File: src/rtl/core/ctkd_pkg.sv
// Shared types and constants of the capacitive touch key detector.
`default_nettype none

package ctkd_pkg;

   // Field widths fixed by the beat formats.
   localparam int SAMPLE_W   = 16;
   localparam int GATE_W     = 16;
   localparam int HOLD_W     = 4;
   localparam int CSR_IDX_W  = 1;
   localparam int CSR_DATA_W = 16;

   // Register reset values.
   localparam logic [GATE_W-1:0] GATE_RESET = 16'd100;
   localparam logic [HOLD_W-1:0] HOLD_RESET = 4'd3;

   // Register indexes on the write port.
   localparam logic [CSR_IDX_W-1:0] CSR_GATE_THRESHOLD = 1'b0;
   localparam logic [CSR_IDX_W-1:0] CSR_HOLDOFF_RELOAD = 1'b1;

   // Item and result kinds.
   localparam logic KIND_CAL  = 1'b0;
   localparam logic KIND_SCAN = 1'b1;

   typedef struct packed {
      logic                req_type;
      logic [SAMPLE_W-1:0] sample;
      logic                last_of_group;
      logic                clear_holdoff;
   } ctkd_req_beat_type;

   typedef struct packed {
      logic                result_kind;
      logic                touched;
      logic [SAMPLE_W-1:0] baseline_out;
      logic [SAMPLE_W-1:0] peak_out;
      logic                cal_fail;
   } ctkd_rsp_beat_type;

   typedef enum logic {
      ALU_ADD,
      ALU_SUB
   } ctkd_alu_op_type;

   typedef enum logic [3:0] {
      ST_IDLE,
      ST_PIVOT_RD,
      ST_PIVOT,
      ST_RANK,
      ST_ACCUM,
      ST_DIVIDE,
      ST_CAL_END,
      ST_PEAK,
      ST_THR_ADD,
      ST_THR_CMP,
      ST_EMIT
   } ctkd_state_type;

endpackage

`default_nettype wire

File: src/rtl/core/capacitive_touch_key_detector.sv
// Top level of the capacitive touch key detector: sequencer, state and shared unit.
//
//   Port group | Direction | Beat contents
//   -----------+-----------+----------------------------------------------------
//   req_*      | in        | req_type, sample, last_of_group, clear_holdoff
//   rsp_*      | out       | result_kind, touched, baseline_out, peak_out, cal_fail
//   csr_*      | in        | write enable, register index, write data
//
// A calibration beat is written into the sample RAM; the one that finishes a round
// then runs a rank pass over that RAM on the one shared adder, ranking each sample
// against every sample and summing those kept. The trimmed mean follows as a multiply
// by the reciprocal of the kept count. A scan beat updates the group peak; one that
// closes a group adds the gate to the baseline, compares the peak and emits a result.
// Reset is synchronous; it sets gate and reload to their reset values and clears the
// rest of the control state. The sample RAM is not cleared, as a round only reads
// entries written in the same round. A stalled result sits in the output register.
// A finished result waits in the emit state only while that register is still occupied.
`default_nettype none

module capacitive_touch_key_detector #(
   parameter int CAL_SAMPLES    = 10,
   parameter int TRIM_EACH_SIDE = 2
) (
   input  logic                                 clock,
   input  logic                                 reset,
   input  logic                                 csr_we,
   input  logic [ctkd_pkg::CSR_IDX_W-1:0]       csr_index,
   input  logic [ctkd_pkg::CSR_DATA_W-1:0]      csr_wdata,
   input  logic                                 req_valid,
   output logic                                 req_ready,
   input  ctkd_pkg::ctkd_req_beat_type          req_data,
   output logic                                 rsp_valid,
   input  logic                                 rsp_ready,
   output ctkd_pkg::ctkd_rsp_beat_type          rsp_data
);

   import ctkd_pkg::*;

   // Sample RAM addressing and the width of the running sum, which never wraps.
   localparam int AW    = $clog2(CAL_SAMPLES);
   localparam int SUM_W = SAMPLE_W + $clog2(CAL_SAMPLES + 1);
   // Number of samples kept after trimming. When trimming removes every sample no
   // rank falls inside the window, the sum stays zero and dividing by one gives a
   // zero baseline.
   localparam int KEEP  = (CAL_SAMPLES > 2 * TRIM_EACH_SIDE) ?
                          (CAL_SAMPLES - 2 * TRIM_EACH_SIDE) : 1;

   // The mean is the sum times a rounded-up reciprocal of KEEP, shifted down. With
   // this shift the quotient is exact for every sum that fits in SUM_W bits.
   localparam int     DIV_SHIFT = SUM_W + $clog2(KEEP);
   localparam int     REC_W     = SUM_W + 1;
   localparam int     PROD_W    = SUM_W + REC_W;
   localparam longint RECIP_VAL = ((longint'(1) << DIV_SHIFT) + longint'(KEEP) -
                                   longint'(1)) / longint'(KEEP);

   localparam logic [AW-1:0]    LAST_IDX = AW'(CAL_SAMPLES - 1);
   localparam logic [REC_W-1:0] RECIP    = REC_W'(RECIP_VAL);

   // Control state.
   ctkd_state_type      state_ff, state_in;
   logic [AW-1:0]       cal_count_ff, cal_count_in;
   logic [SAMPLE_W-1:0] baseline_ff, baseline_in;
   logic [SAMPLE_W-1:0] group_peak_ff, group_peak_in;
   logic [HOLD_W-1:0]   holdoff_ff, holdoff_in;
   logic [GATE_W-1:0]   gate_ff, gate_in;
   logic [HOLD_W-1:0]   reload_ff, reload_in;
   logic                rsp_valid_ff, rsp_valid_in;

   // Working registers of the sequencer.
   logic [SAMPLE_W-1:0] sample_ff, sample_in;
   logic                last_ff, last_in;
   logic                clr_ff, clr_in;
   logic [SAMPLE_W-1:0] pivot_ff, pivot_in;
   logic [AW-1:0]       idx_i_ff, idx_i_in;
   logic [AW-1:0]       idx_j_ff, idx_j_in;
   logic [AW-1:0]       rank_ff, rank_in;
   logic [SUM_W-1:0]    sum_ff, sum_in;
   ctkd_rsp_beat_type   res_ff, res_in;
   ctkd_rsp_beat_type   rsp_ff, rsp_in;

   // Shared unit and RAM connections.
   ctkd_alu_op_type     alu_op;
   logic [SUM_W-1:0]    alu_a, alu_b;
   logic [SUM_W:0]      alu_res;
   logic                ram_we;
   logic [AW-1:0]       ram_rd_addr;
   logic [SAMPLE_W-1:0] ram_rd_data;

   // Helper terms.
   logic                accept;
   logic                slot_free;
   logic [PROD_W-1:0]   quot_prod;
   logic                in_window;
   logic                over;
   logic [HOLD_W-1:0]   hold_next;
   logic [SAMPLE_W-1:0] new_peak;

   assign accept    = req_valid && req_ready;
   assign req_ready = (state_ff == ST_IDLE);
   assign slot_free = !rsp_valid_ff || rsp_ready;
   assign rsp_valid = rsp_valid_ff;
   assign rsp_data  = rsp_ff;

   // Sum of the kept samples times the reciprocal of their count.
   assign quot_prod = {REC_W'(0), sum_ff} * {SUM_W'(0), RECIP};
   assign in_window = (int'(rank_ff) >= TRIM_EACH_SIDE) &&
                      (int'(rank_ff) < CAL_SAMPLES - TRIM_EACH_SIDE);
   // In the threshold compare sum_ff holds baseline plus gate; a borrow means the
   // peak lies above it.
   assign over      = alu_res[SUM_W];
   assign hold_next = over ? reload_ff : holdoff_ff;
   assign new_peak  = alu_res[SUM_W] ? sample_ff : group_peak_ff;

   ctkd_ram #(
      .WIDTH (SAMPLE_W),
      .DEPTH (CAL_SAMPLES),
      .AW    (AW)
   ) u_store (
      .clock   (clock),
      .wr_en   (ram_we),
      .wr_addr (cal_count_ff),
      .wr_data (req_data.sample),
      .rd_addr (ram_rd_addr),
      .rd_data (ram_rd_data)
   );

   ctkd_alu #(
      .WIDTH (SUM_W)
   ) u_alu (
      .op  (alu_op),
      .a   (alu_a),
      .b   (alu_b),
      .res (alu_res)
   );

   // Next state.
   always_comb begin
      state_in = state_ff;
      unique case (state_ff)
         ST_IDLE: begin
            if (accept) begin
               if (req_data.req_type == KIND_SCAN) begin
                  state_in = ST_PEAK;
               end else if (cal_count_ff == LAST_IDX) begin
                  state_in = ST_PIVOT_RD;
               end
            end
         end
         ST_PIVOT_RD: state_in = ST_PIVOT;
         ST_PIVOT:    state_in = ST_RANK;
         ST_RANK: begin
            if (idx_j_ff == LAST_IDX) begin
               state_in = ST_ACCUM;
            end
         end
         ST_ACCUM: begin
            state_in = (idx_i_ff == LAST_IDX) ? ST_DIVIDE : ST_PIVOT_RD;
         end
         ST_DIVIDE:   state_in = ST_CAL_END;
         ST_CAL_END:  state_in = ST_EMIT;
         ST_PEAK:     state_in = last_ff ? ST_THR_ADD : ST_IDLE;
         ST_THR_ADD:  state_in = ST_THR_CMP;
         ST_THR_CMP:  state_in = ST_EMIT;
         ST_EMIT: begin
            if (slot_free) begin
               state_in = ST_IDLE;
            end
         end
         default:     state_in = ST_IDLE;
      endcase
   end

   // Datapath control and register updates.
   always_comb begin
      cal_count_in  = cal_count_ff;
      baseline_in   = baseline_ff;
      group_peak_in = group_peak_ff;
      holdoff_in    = holdoff_ff;
      gate_in       = gate_ff;
      reload_in     = reload_ff;
      rsp_valid_in  = rsp_valid_ff && !rsp_ready;
      sample_in     = sample_ff;
      last_in       = last_ff;
      clr_in        = clr_ff;
      pivot_in      = pivot_ff;
      idx_i_in      = idx_i_ff;
      idx_j_in      = idx_j_ff;
      rank_in       = rank_ff;
      sum_in        = sum_ff;
      res_in        = res_ff;
      rsp_in        = rsp_ff;
      alu_op        = ALU_SUB;
      alu_a         = sum_ff;
      alu_b         = SUM_W'(pivot_ff);
      ram_we        = 1'b0;
      ram_rd_addr   = idx_i_ff;

      if (csr_we) begin
         unique case (csr_index)
            CSR_GATE_THRESHOLD: gate_in   = csr_wdata[GATE_W-1:0];
            CSR_HOLDOFF_RELOAD: reload_in = csr_wdata[HOLD_W-1:0];
            default: ;
         endcase
      end

      unique case (state_ff)
         ST_IDLE: begin
            if (accept) begin
               if (req_data.req_type == KIND_SCAN) begin
                  sample_in = req_data.sample;
                  last_in   = req_data.last_of_group;
                  clr_in    = req_data.clear_holdoff;
               end else begin
                  ram_we = 1'b1;
                  if (cal_count_ff == LAST_IDX) begin
                     cal_count_in = '0;
                     idx_i_in     = '0;
                     sum_in       = '0;
                  end else begin
                     cal_count_in = cal_count_ff + 1'b1;
                  end
               end
            end
         end
         ST_PIVOT_RD: begin
            ram_rd_addr = idx_i_ff;
         end
         ST_PIVOT: begin
            pivot_in    = ram_rd_data;
            ram_rd_addr = '0;
            idx_j_in    = '0;
            rank_in     = '0;
         end
         ST_RANK: begin
            // Ties are broken by position so that every sample gets a distinct rank.
            alu_op = ALU_SUB;
            alu_a  = SUM_W'(ram_rd_data);
            alu_b  = SUM_W'(pivot_ff);
            if (alu_res[SUM_W] ||
                ((alu_res[SUM_W-1:0] == '0) && (idx_j_ff < idx_i_ff))) begin
               rank_in = rank_ff + 1'b1;
            end
            if (idx_j_ff == LAST_IDX) begin
               ram_rd_addr = '0;
            end else begin
               ram_rd_addr = idx_j_ff + 1'b1;
               idx_j_in    = idx_j_ff + 1'b1;
            end
         end
         ST_ACCUM: begin
            alu_op = ALU_ADD;
            alu_a  = sum_ff;
            alu_b  = SUM_W'(pivot_ff);
            if (in_window) begin
               sum_in = alu_res[SUM_W-1:0];
            end
            if (idx_i_ff != LAST_IDX) begin
               idx_i_in = idx_i_ff + 1'b1;
            end
         end
         ST_DIVIDE: begin
            sum_in = SUM_W'(quot_prod >> DIV_SHIFT);
         end
         ST_CAL_END: begin
            baseline_in         = sum_ff[SAMPLE_W-1:0];
            res_in.result_kind  = KIND_CAL;
            res_in.touched      = 1'b0;
            res_in.baseline_out = sum_ff[SAMPLE_W-1:0];
            res_in.peak_out     = '0;
            res_in.cal_fail     = sum_ff[SAMPLE_W-1];
         end
         ST_PEAK: begin
            alu_op = ALU_SUB;
            alu_a  = SUM_W'(group_peak_ff);
            alu_b  = SUM_W'(sample_ff);
            if (last_ff) begin
               pivot_in      = new_peak;
               group_peak_in = '0;
               if (clr_ff) begin
                  holdoff_in = '0;
               end
            end else begin
               group_peak_in = new_peak;
            end
         end
         ST_THR_ADD: begin
            alu_op = ALU_ADD;
            alu_a  = SUM_W'(baseline_ff);
            alu_b  = SUM_W'(gate_ff);
            sum_in = alu_res[SUM_W-1:0];
         end
         ST_THR_CMP: begin
            alu_op = ALU_SUB;
            alu_a  = sum_ff;
            alu_b  = SUM_W'(pivot_ff);
            holdoff_in = (hold_next != '0) ? hold_next - 1'b1 : hold_next;
            res_in.result_kind  = KIND_SCAN;
            res_in.touched      = over && (holdoff_ff == '0);
            res_in.baseline_out = baseline_ff;
            res_in.peak_out     = pivot_ff;
            res_in.cal_fail     = 1'b0;
         end
         ST_EMIT: begin
            if (slot_free) begin
               rsp_in       = res_ff;
               rsp_valid_in = 1'b1;
            end
         end
         default: ;
      endcase
   end

   always_ff @(posedge clock) begin
      if (reset) begin
         state_ff      <= ST_IDLE;
         cal_count_ff  <= '0;
         baseline_ff   <= '0;
         group_peak_ff <= '0;
         holdoff_ff    <= '0;
         gate_ff       <= GATE_RESET;
         reload_ff     <= HOLD_RESET;
         rsp_valid_ff  <= 1'b0;
      end else begin
         state_ff      <= state_in;
         cal_count_ff  <= cal_count_in;
         baseline_ff   <= baseline_in;
         group_peak_ff <= group_peak_in;
         holdoff_ff    <= holdoff_in;
         gate_ff       <= gate_in;
         reload_ff     <= reload_in;
         rsp_valid_ff  <= rsp_valid_in;
      end
   end

   always_ff @(posedge clock) begin
      sample_ff  <= sample_in;
      last_ff    <= last_in;
      clr_ff     <= clr_in;
      pivot_ff   <= pivot_in;
      idx_i_ff   <= idx_i_in;
      idx_j_ff   <= idx_j_in;
      rank_ff    <= rank_in;
      sum_ff     <= sum_in;
      res_ff     <= res_in;
      rsp_ff     <= rsp_in;
   end

endmodule

`default_nettype wire

File: src/rtl/core/ctkd_ram.sv
// Generic single-write, single-read RAM with registered read data.
`default_nettype none

module ctkd_ram #(
   parameter int WIDTH = 16,
   parameter int DEPTH = 10,
   parameter int AW    = $clog2(DEPTH)
) (
   input  logic             clock,
   input  logic             wr_en,
   input  logic [AW-1:0]    wr_addr,
   input  logic [WIDTH-1:0] wr_data,
   input  logic [AW-1:0]    rd_addr,
   output logic [WIDTH-1:0] rd_data
);

   logic [WIDTH-1:0] mem_ff [DEPTH];
   logic [WIDTH-1:0] rd_data_ff;

   always_ff @(posedge clock) begin
      if (wr_en) begin
         mem_ff[wr_addr] <= wr_data;
      end
      rd_data_ff <= mem_ff[rd_addr];
   end

   assign rd_data = rd_data_ff;

endmodule

`default_nettype wire

File: src/rtl/core/ctkd_alu.sv
// Shared add/subtract unit; the top bit of the result is the carry or borrow.
`default_nettype none

module ctkd_alu #(
   parameter int WIDTH = 20
) (
   input  ctkd_pkg::ctkd_alu_op_type op,
   input  logic [WIDTH-1:0]          a,
   input  logic [WIDTH-1:0]          b,
   output logic [WIDTH:0]            res
);

   import ctkd_pkg::*;

   always_comb begin
      unique case (op)
         ALU_ADD: res = {1'b0, a} + {1'b0, b};
         ALU_SUB: res = {1'b0, a} - {1'b0, b};
         default: res = '0;
      endcase
   end

endmodule

`default_nettype wire
File: config.mk
export PLATFORM = sky130hd
export DESIGN_NAME = capacitive_touch_key_detector
export DESIGN_NICKNAME = d
export VERILOG_FILES = /design/src/rtl/core/ctkd_pkg.sv /design/src/rtl/core/capacitive_touch_key_detector.sv /design/src/rtl/core/ctkd_ram.sv /design/src/rtl/core/ctkd_alu.sv
export SDC_FILE = /design/constraint.sdc
export NUM_CORES = 1
export LEC_CHECK = 0
export BUFFER_PORTS_ARGS = -buffer_cell sky130_fd_sc_hd__buf_2
export CAP_MARGIN = 20
export CORE_UTILIZATION = 35
export DETAILED_ROUTE_END_ITERATION = 8
export SLEW_MARGIN = 10
export SYNTH_ARGS = -nofsm -noshare
export SYNTH_HDL_FRONTEND = slang
export SYNTH_SLANG_ARGS = --single-unit
export TNS_END_PERCENT = 10
File: constraint.sdc
create_clock -name clock -period 14 [get_ports clock]
set_input_delay 1.4 -clock clock [delete_from_list [all_inputs] [get_ports clock]]
set_output_delay 1.4 -clock clock [all_outputs]
set_load 0.03 [all_outputs]
# Word-level counts from Yosys, hierarchy flattened
# Memories as Yosys holds them, arrays and structs flattened. A register that Yosys moved wholly into a read port is not among the register bits.
# Cells that the tools add are included.
dict set report op_classes {
  n_reduce_logical 33
  n_bitwise 2
  n_eq_ne 26
  add_sub_neg 7
  order_cmp 3
  n_mul 1
  muxes 46
}
# op count
set ops {}
lappend ops {{$mux 20} 4}
lappend ops {{$pmux 20 s4} 1}
lappend ops {{$mux 4} 18}
lappend ops {{$pmux 35 s2} 1}
lappend ops {{$pmux 16 s2} 2}
lappend ops {{$pmux 20 s3} 1}
lappend ops {{$mux 16} 3}
lappend ops {{$pmux 21 s2} 1}
lappend ops {{$mul 20x20->40 const B} 1}
lappend ops {{$pmux 4 s10} 1}
lappend ops {{$pmux 4 s2} 5}
lappend ops {{$eq 4x4->1 const B} 6}
lappend ops {{$add 20x16->21} 1}
lappend ops {{$sub 20x16->21} 1}
lappend ops {{$logic_not 20->1} 1}
lappend ops {{$ne 2x2->1 const B} 9}
lappend ops {{$add 4x1->4 const B} 4}
lappend ops {{$eq 4x3->1 const B} 4}
lappend ops {{$reduce_and 2->1} 6}
lappend ops {{$reduce_and 5->1} 2}
lappend ops {{$reduce_bool 2->1} 5}
lappend ops {{$reduce_and 3->1} 3}
lappend ops {{$eq 4x2->1 const B} 2}
lappend ops {{$logic_not 4->1} 2}
lappend ops {{17 further kinds} 34}
dict set report totals {
  ramBits 160
  ff_bits 201
  word_cells 145
  n_memories 1
  out_inout_bits 37
}
# memory words width rd rd_ports_with_merged_regs wr line
set memory_table {}
lappend memory_table {u_store.mem_ff 10 16 1 1 1 ctkd_ram.sv:17} ;# logic [WIDTH-1:0] mem_ff [DEPTH];

# Depth between registers and ports, before layout
# Gate-level depths: netlist of run 1.
dict set report depth {
  word_depth 9
  mapped_depth 29
  depth_no_buf 23
}

# By module
# A second synthesis of run 1 with hierarchy kept.
dict set report unflattened {
  cells_unflattened 2178
  area_unflattened_um2 24410.9
}
# mod area_per_inst_um2 seq_area_each_um2 cells_per_inst n_inst
set by_module_without_submodules {}
lappend by_module_without_submodules {capacitive_touch_key_detector 16253.1 5385.2 1612 1}
lappend by_module_without_submodules {ctkd_ram 6712.7 5124.9 358 1}
lappend by_module_without_submodules {ctkd_alu 1445.1 0.0 208 1}

# Worst setup path before layout of run 1
# OpenSTA, ideal clock, no wires.
dict set report synth_path {
  path_type {flip-flop to flip-flop}
  startpoint {register sum_ff[7]}
  endpoint {register sum_ff[17], data pin}
  arrival_time_ps 5821
  stages_incl_launch_ff 20
  required_ps 13729
  period_less_slack_ps 6093
  setup_slack_ps 7907
  cell_sequence {edfxtp_1 ha_1 fa_1 inv_1 fa_1 inv_1 fa_1 fa_1 fa_1 ha_1 ha_1 and3_1 and4_1 o21ai_0 a211oi_1 nor3_1 nor3_1 a31oi_1 xnor2_1 o22ai_1}
}
dict set report synth_between {
  elab_chain_len 5
}
# element line
set synth_lines {}
lappend synth_lines {{from (decl)} capacitive_touch_key_detector.sv:77} ;# logic [SUM_W-1:0] sum_ff, sum_in;
lappend synth_lines {{from (signal assigned)} capacitive_touch_key_detector.sv:343} ;# sum_ff <= sum_in;
lappend synth_lines {{branches (longest 4 deep; another with $mul 20x20->40)} --}
lappend synth_lines {{$pmux 20 s4 (*)} capacitive_touch_key_detector.sv:206} ;# unique case (state_ff)
lappend synth_lines {{net sum_in[17]} capacitive_touch_key_detector.sv:77}
# Mark *: on every way through the listed nets, which the timed path passes. The select of a mux whose other input is x is not followed.
# A chain may end at the register's enable or synchronous reset.

# Worst setup path in the final report of run 1
dict set report layout_path {
  startpoint {register state_ff[1]}
  endpoint {register holdoff_ff[1]}
}
dict set report layout_between {
  elab_chain_len 8
}
# element line
set layout_lines {}
lappend layout_lines {{from (decl)} capacitive_touch_key_detector.sv:60} ;# ctkd_state_type state_ff, state_in;
lappend layout_lines {{from (signal assigned)} capacitive_touch_key_detector.sv:324} ;# state_ff <= state_in;
lappend layout_lines {{$eq 4x4->1, or another cell as far along} capacitive_touch_key_detector.sv:206}
lappend layout_lines {{$pmux 20 s3, or another cell as far along} capacitive_touch_key_detector.sv:206}
lappend layout_lines {{$sub 20x16->21, or another cell as far along} ctkd_alu.sv:18} ;# ALU_SUB: res = {1'b0, a} - {1'b0, b};
lappend layout_lines {{$pmux 21 s2} ctkd_alu.sv:16} ;# unique case (op)
lappend layout_lines {{$mux 4} capacitive_touch_key_detector.sv:111} ;# assign hold_next = over ? reload_ff : holdoff_ff;
lappend layout_lines {{$sub 4x1->4 or $reduce_bool 4->1 (tied branches)} capacitive_touch_key_detector.sv:296} ;# holdoff_in = (hold_next != '0) ? hold_next - 1'b1 : hold_next;
lappend layout_lines {{$mux 4} capacitive_touch_key_detector.sv:296}
lappend layout_lines {{$pmux 4 s2} capacitive_touch_key_detector.sv:206}
lappend layout_lines {{to (signal assigned)} capacitive_touch_key_detector.sv:328} ;# holdoff_ff <= holdoff_in;
lappend layout_lines {{to (decl)} capacitive_touch_key_detector.sv:64} ;# logic [HOLD_W-1:0] holdoff_ff, holdoff_in;
# Parallel ways exist; a longest one is shown, timed or not.

==> results of run 1 <==
==> registers in the layout, summed over array words and instances (netlist names), 20 cells and up <==
name / flops
u_store.mem_ff: 160
res_ff: 35
sum_ff: 20
rsp_data: 35
==> how the worst min path moves through the flow <==
| stage | depth (start not counted) | to |
|---|---|---|
| after detailed placement | 0 | rsp_data[18] |
| after floorplan | 0 | rsp_data[0] |
| after global placement | 0 | rsp_data[18] |
| after CTS | 0 | rsp_data[18] |
| final | 0 | rsp_data[18] |
| after global routing | 0 | rsp_data[26] |
==> layout make-up <==
type / instances / area (um^2)
flip-flops and latches: 377 / 10500
clock buffers: 53 / 986
repair buffers: 104 / 588
multi-input cells: 1398 / 11900
inverters: 250 / 938
clock inverters: 15 / 165
well taps: 864 / 1080
fillers: 6437 / 40000
==> per-stage QoR <==
stage / worst slack [ns] / area [um^2]
finish: 6.81 / 26100
global route: 6.23 / 26100
CTS: 6.90 / 26100
detailed placement: 6.93 / 25000
global placement: 7.06 / 25000
floorplan: 7.91 / 23500
==> cell usage in the layout (no fill, tap or decap), types with 37 or more instances in the layout <==
| master | instances |
|---|---|
| clkbuf_16 | 37 |
| dfxtp_1 | 81 |
| nor2_1 | 81 |
| a211oi_1 | 40 |
| inv_1 | 250 |
| mux2i_1 | 52 |
| a21oi_1 | 119 |
| ha_1 | 218 |
| o21ai_0 | 64 |
| buf_2 | 77 |
| nand2_1 | 257 |
| xor2_1 | 37 |
| fa_1 | 136 |
| edfxtp_1 | 296 |
==> cell families after synthesis <==
group / after synthesis / synth area share (%)
compound gates: 380 / 10.6
xor+xnor: 68 / 2.56
fa+ha+maj: 354 / 23.2
buf+inv: 327 / 5.37
flops: 377 / 44.7
mux: 75 / 3.31
simple gates: 521 / 10.3
==> layer usage <==
metal  vias up  GRT usage [%]
li1       7495              -
met1      7842           25.9
met2       446           29.8
met3        76           2.35
met4         2           4.94
met5         -              0
==> results.toml, run 1 <==
[clock_tree]
cts.clk_slew.worst_paths_ns = 0.07
cts_buffers = 37
post_cts_buffers = 0
cts.repair.resized = 0
clk_latency_ns = 0.56
cts_hold_buf = 0
cts_tree = "done"
cts_htree_levels = 2
root_buffer = "clkbuf_16"
clock_sinks = 377
clockBufferDepth = 3

[setup_path]
critPathKind = "reg -> reg"
cpMostUsedCell = "ha_1"
cp-endpoint = "holdoff_ff[1]"
path_buf_inv = 2
timing.rr.end = "holdoff_ff[1]"
reg2reg_depth = 24
r2r-start = "state_ff[1]"
worstSetupStartpoint = "state_ff[1]"
crit_family = "simple AND/OR/NAND/NOR gates"
end_kind = "flip-flop"
path_depth = 24
cp_data_arrival_time_ns = 7.63
start_kind = "flip-flop"
crit_required_ns = 14.44
cp_cell_sequence = "and4b_1 -> buf_4 -> nor2_2 -> a221oi_2 -> ha_1 -> o2111ai_1 -> or4_1 -> nor3_1 -> nor2_1 -> xor2_1 -> ha_1 -> nand3_1 -> o221ai_1 -> a21oi_1 -> nand3_1 -> a41oi_1 -> xnor2_4 -> buf_4 -> mux2i_1 -> ha_1 -> nand2_1 -> nor3_1 -> a211oi_2 -> a22o_1"
max_stage_delay_ns = 0.86
r2r_slack_ns = 6.81
critPathMaxFanout = 42
crit_path_top_delay_cell = "dfxtp_1"

[synth]
ys_top_cells_by_area = "edfxtp_1, ha_1, fa_1"
synthTopCellsByCount = "edfxtp_1, nand2_1, inv_1"
avgSynthCellArea_um2 = 11.2
async_reset_ff_share_pct = 0
synth_fp_nets = 2497
synth_top_area_share_pct = 37.8
synth_ff_type = "edfxtp_1"
yosysUniqueCellTypes = 73
synthCells = 2102
yosysWarnings = 0
ys_ff_latch = 377
synth_edf_count = 296
synth_most_common_cell = "edfxtp_1"
yosysTopAreaCell = "edfxtp_1"
syn-cell-area_um2 = 23500
yosysSeqAreaShare_pct = 44.7

[global_routing]
grt_pass1_wl_um = 95200
grt_usage_pct = 18.4
grt_pass1_vias = 15957
grt_overflow = 0
grt_max_degree = 71
antenna_found_initial = 3

[die]
ios = 78
initial_core_util_pct = 35.6
die_area_um2 = 68300
die_height_um = 261
die_w_um = 261
design.core.area_um2 = 66100
rows = 94

[run_status]
outcome = "finished, violations left"
violations = "design-rule violations"

[timing]
hold_ws_ns = 0.418
rsz0062_at_grt = "false"
hold_viol = 0
slew_headroom_pct = 33.3
setup_viol = 0
tns_ns = 0
fin_worst_skew_ns = 0.0169
period_share_pct = 51.4
timing.fmax_ghz = 0.139
fin_crit_ns = 7.19
worst-slew-pin-transition_ns = 0.998
drv_slew = 0

[final_layout]
drive_above_1_share_pct = 9.42
fin_util_pct = 39.5
layout.cells.non_filler = 3061
antenna_cells = 0
nNetsFinal = 2563
area_growth_pct = 11.0

[routing]
top_layer = "met5"
vias = 15861
drt-pass1-iter-count = 9
drtIter0Drc = 1332
met3_length_um = 3010
wl_met1_um = 28900
routed_wl_um = 61900
drc = 6
viasPerCell = 5.18
wl_per_cell_um = 20.2
met2_length_um = 28500
ant_nets = 0

[min_path]
hold_path.class = "reg -> reg"
hp-start = "res_ff[18]"

[place]
placed_cells = 2993
port_buffers = 77
hpwl_um = 47300
routabilityCongestion = 0.928

[run]
maxCapViolCount = 0
Power of run 1 is left out: the tool's default activity adds up to more than one toggle a clock period on the data nets, which glitch-free logic cannot reach.
==> run 2: changes to the inputs <==
==> constraint.sdc (replaced) <==
create_clock -name clock -period 6.7 [get_ports clock]
set_input_delay 0.67 -clock clock [delete_from_list [all_inputs] [get_ports clock]]
set_output_delay 0.67 -clock clock [all_outputs]
set_load 0.03 [all_outputs]
==> run 2 against run 1 <==
  * The run still ends with design-rule violations left
  * Non-clock buffer count up 43
  * Die area unchanged
  * Sequential share of layout area is 0.77 points lower
  * Core utilization rose by 0.78 points
  * Worst setup slack worse by 6.7 ns
  * Clock skew is 0.012 ns higher
  * Via count increased by 2.8%
  * Routed wire length up 4.0%
  * Worst hold slack worse by 0.14 ns
  * Critical path type unchanged
  * Largest cell class unchanged
==> results.toml, run 2 (same netlist as run 1, synthesis figures left out) <==
[run_status]
violations = "design-rule violations"
outcome = "finished, violations left"

[place]
hpwl_um = 49300
dp_slack_ns = 0.147
place_area_um2 = 25300
routabilityCongestion = 0.963
port_buffers = 77

[routing]
vias = 16303
wl_met1_um = 29300
top_layer = "met5"
met2_length_um = 30300
drt-pass1-iter-count = 9
ant_nets = 0
met3_length_um = 3010
viasPerCell = 5.24
routed_wl_um = 64400
wl_per_cell_um = 20.7
drtIter0Drc = 1239
drc = 12

[setup_path]
cp_data_arrival_time_ns = 6.82
end_kind = "flip-flop"
reg2reg_depth = 21
r2r_slack_ns = 0.15
critPathKind = "reg -> reg"
worstSetupStartpoint = "sum_ff[2]"
start_kind = "flip-flop"
timing.rr.end = "sum_ff[8]"
cp-endpoint = "sum_ff[8]"
crit_required_ns = 6.97
critPathMaxFanout = 4
r2r-start = "sum_ff[2]"

[timing]
hold_ws_ns = 0.283
worst-slew-pin-transition_ns = 1.01
fin_crit_ns = 6.55
hold_viol = 0
fin_worst_skew_ns = 0.0288
rsz0062_at_grt = "true"
setup_viol = 0
period_share_pct = 97.8
slew_headroom_pct = 32.5
fin_ws_ns = 0.147
drv_slew = 0
timing.fmax_ghz = 0.153

[die]
die_height_um = 261
die_w_um = 261
initial_core_util_pct = 35.6
design.core.area_um2 = 66100
die_area_um2 = 68300
ios = 78
rows = 94

[min_path]
hold_path.class = "in -> reg"

[final_layout]
nNetsFinal = 2610
largest_register = "u_store.mem_ff"
layout_common_cells = "edfxtp_1, nand2_1, inv_1, ha_1, fa_1"
largest_reg_flops = 160
area_growth_pct = 13.2
drive_above_1_share_pct = 11.9
final_common_cell = "edfxtp_1"
fin_area_um2 = 26600

[clock_tree]
clk_latency_ns = 0.57
cts_buffers = 40
root_buffer = "clkbuf_16"
cts_htree_levels = 2
clockBufferDepth = 3
cts_tree = "done"
clock_sinks = 377
cts.clk_slew.worst_paths_ns = 0.08

[global_routing]
grt_max_degree = 58
grt_usage_pct = 19.2
grt_pass1_vias = 16689
grt_overflow = 0
grt_pass1_wl_um = 100000
antenna_found_initial = 4

[run]
maxCapViolCount = 0
==> run 2: cell type report <==
class                      count  area, um^2
fill                        6404       39500
multi-input combinational   1399       11900
sequential                   377       10500
tap                          864        1080
clock buffer                  51        1060
inverter                     250         938
timing repair buffer         147         923
clock inverter                23         206
antenna                        1        2.50
==> run 2: what timing repair did <==
action | CTS | global route
buffers inserted | 0 | 5
hold buffers | 0 | 0
setup endpoints to repair | 0 | 25
gates resized for setup | 0 | 11
==> run 2: stage by stage <==
step,util [%],cells,setup TNS [ns]
6_report,40.3,3112,0
3_5_place_dp,38.2,3031,0
3_3_place_gp,38.2,3031,0
4_1_cts,40.2,3105,0
2_1_floorplan,-,2102,0
5_1_grt,40.3,3111,-0.111
==> run 2: how the worst min path moves through the flow <==
stage	start	endpoint	slack, ns	cells past startpoint
final	req_data[0]	clr_ff	0.28	1
after global routing	req_data[0]	clr_ff	0.26	1
after CTS	req_data[0]	clr_ff	0.26	1
after detailed placement	res_ff[14]	rsp_data[14]	0.40	0
after global placement	res_ff[34]	rsp_data[34]	0.41	0
after floorplan	res_ff[0]	rsp_data[0]	0.40	0
==> run 2: metal layers <==
metal / GRT usage [%] / up-vias
met1: 26.5 / 8156
met2: 32.0 / 440
li1: - / 7604
met3: 2.22 / 99
met4: 5.18 / 4
met5: 0 / -
==> run 2: worst max-delay path, stage by stage, from the launching register on <==
cell and delay (ns):
edfxtp_1 0.50, buf_4 0.20, ha_1 0.41, ha_1 0.35, xor2_1 0.15, ha_1 0.35
fa_1 0.54, fa_1 0.52, fa_1 0.54, inv_1 0.05, fa_1 0.50, inv_1 0.04
ha_1 0.20, a211oi_1 0.19, o21ai_1 0.15, a31oi_1 0.23, buf_4 0.16, o21ai_0 0.17
or3_1 0.41, a21oi_1 0.19, xor2_1 0.27, o22ai_1 0.11
Power of run 2 is left out for the same reason.
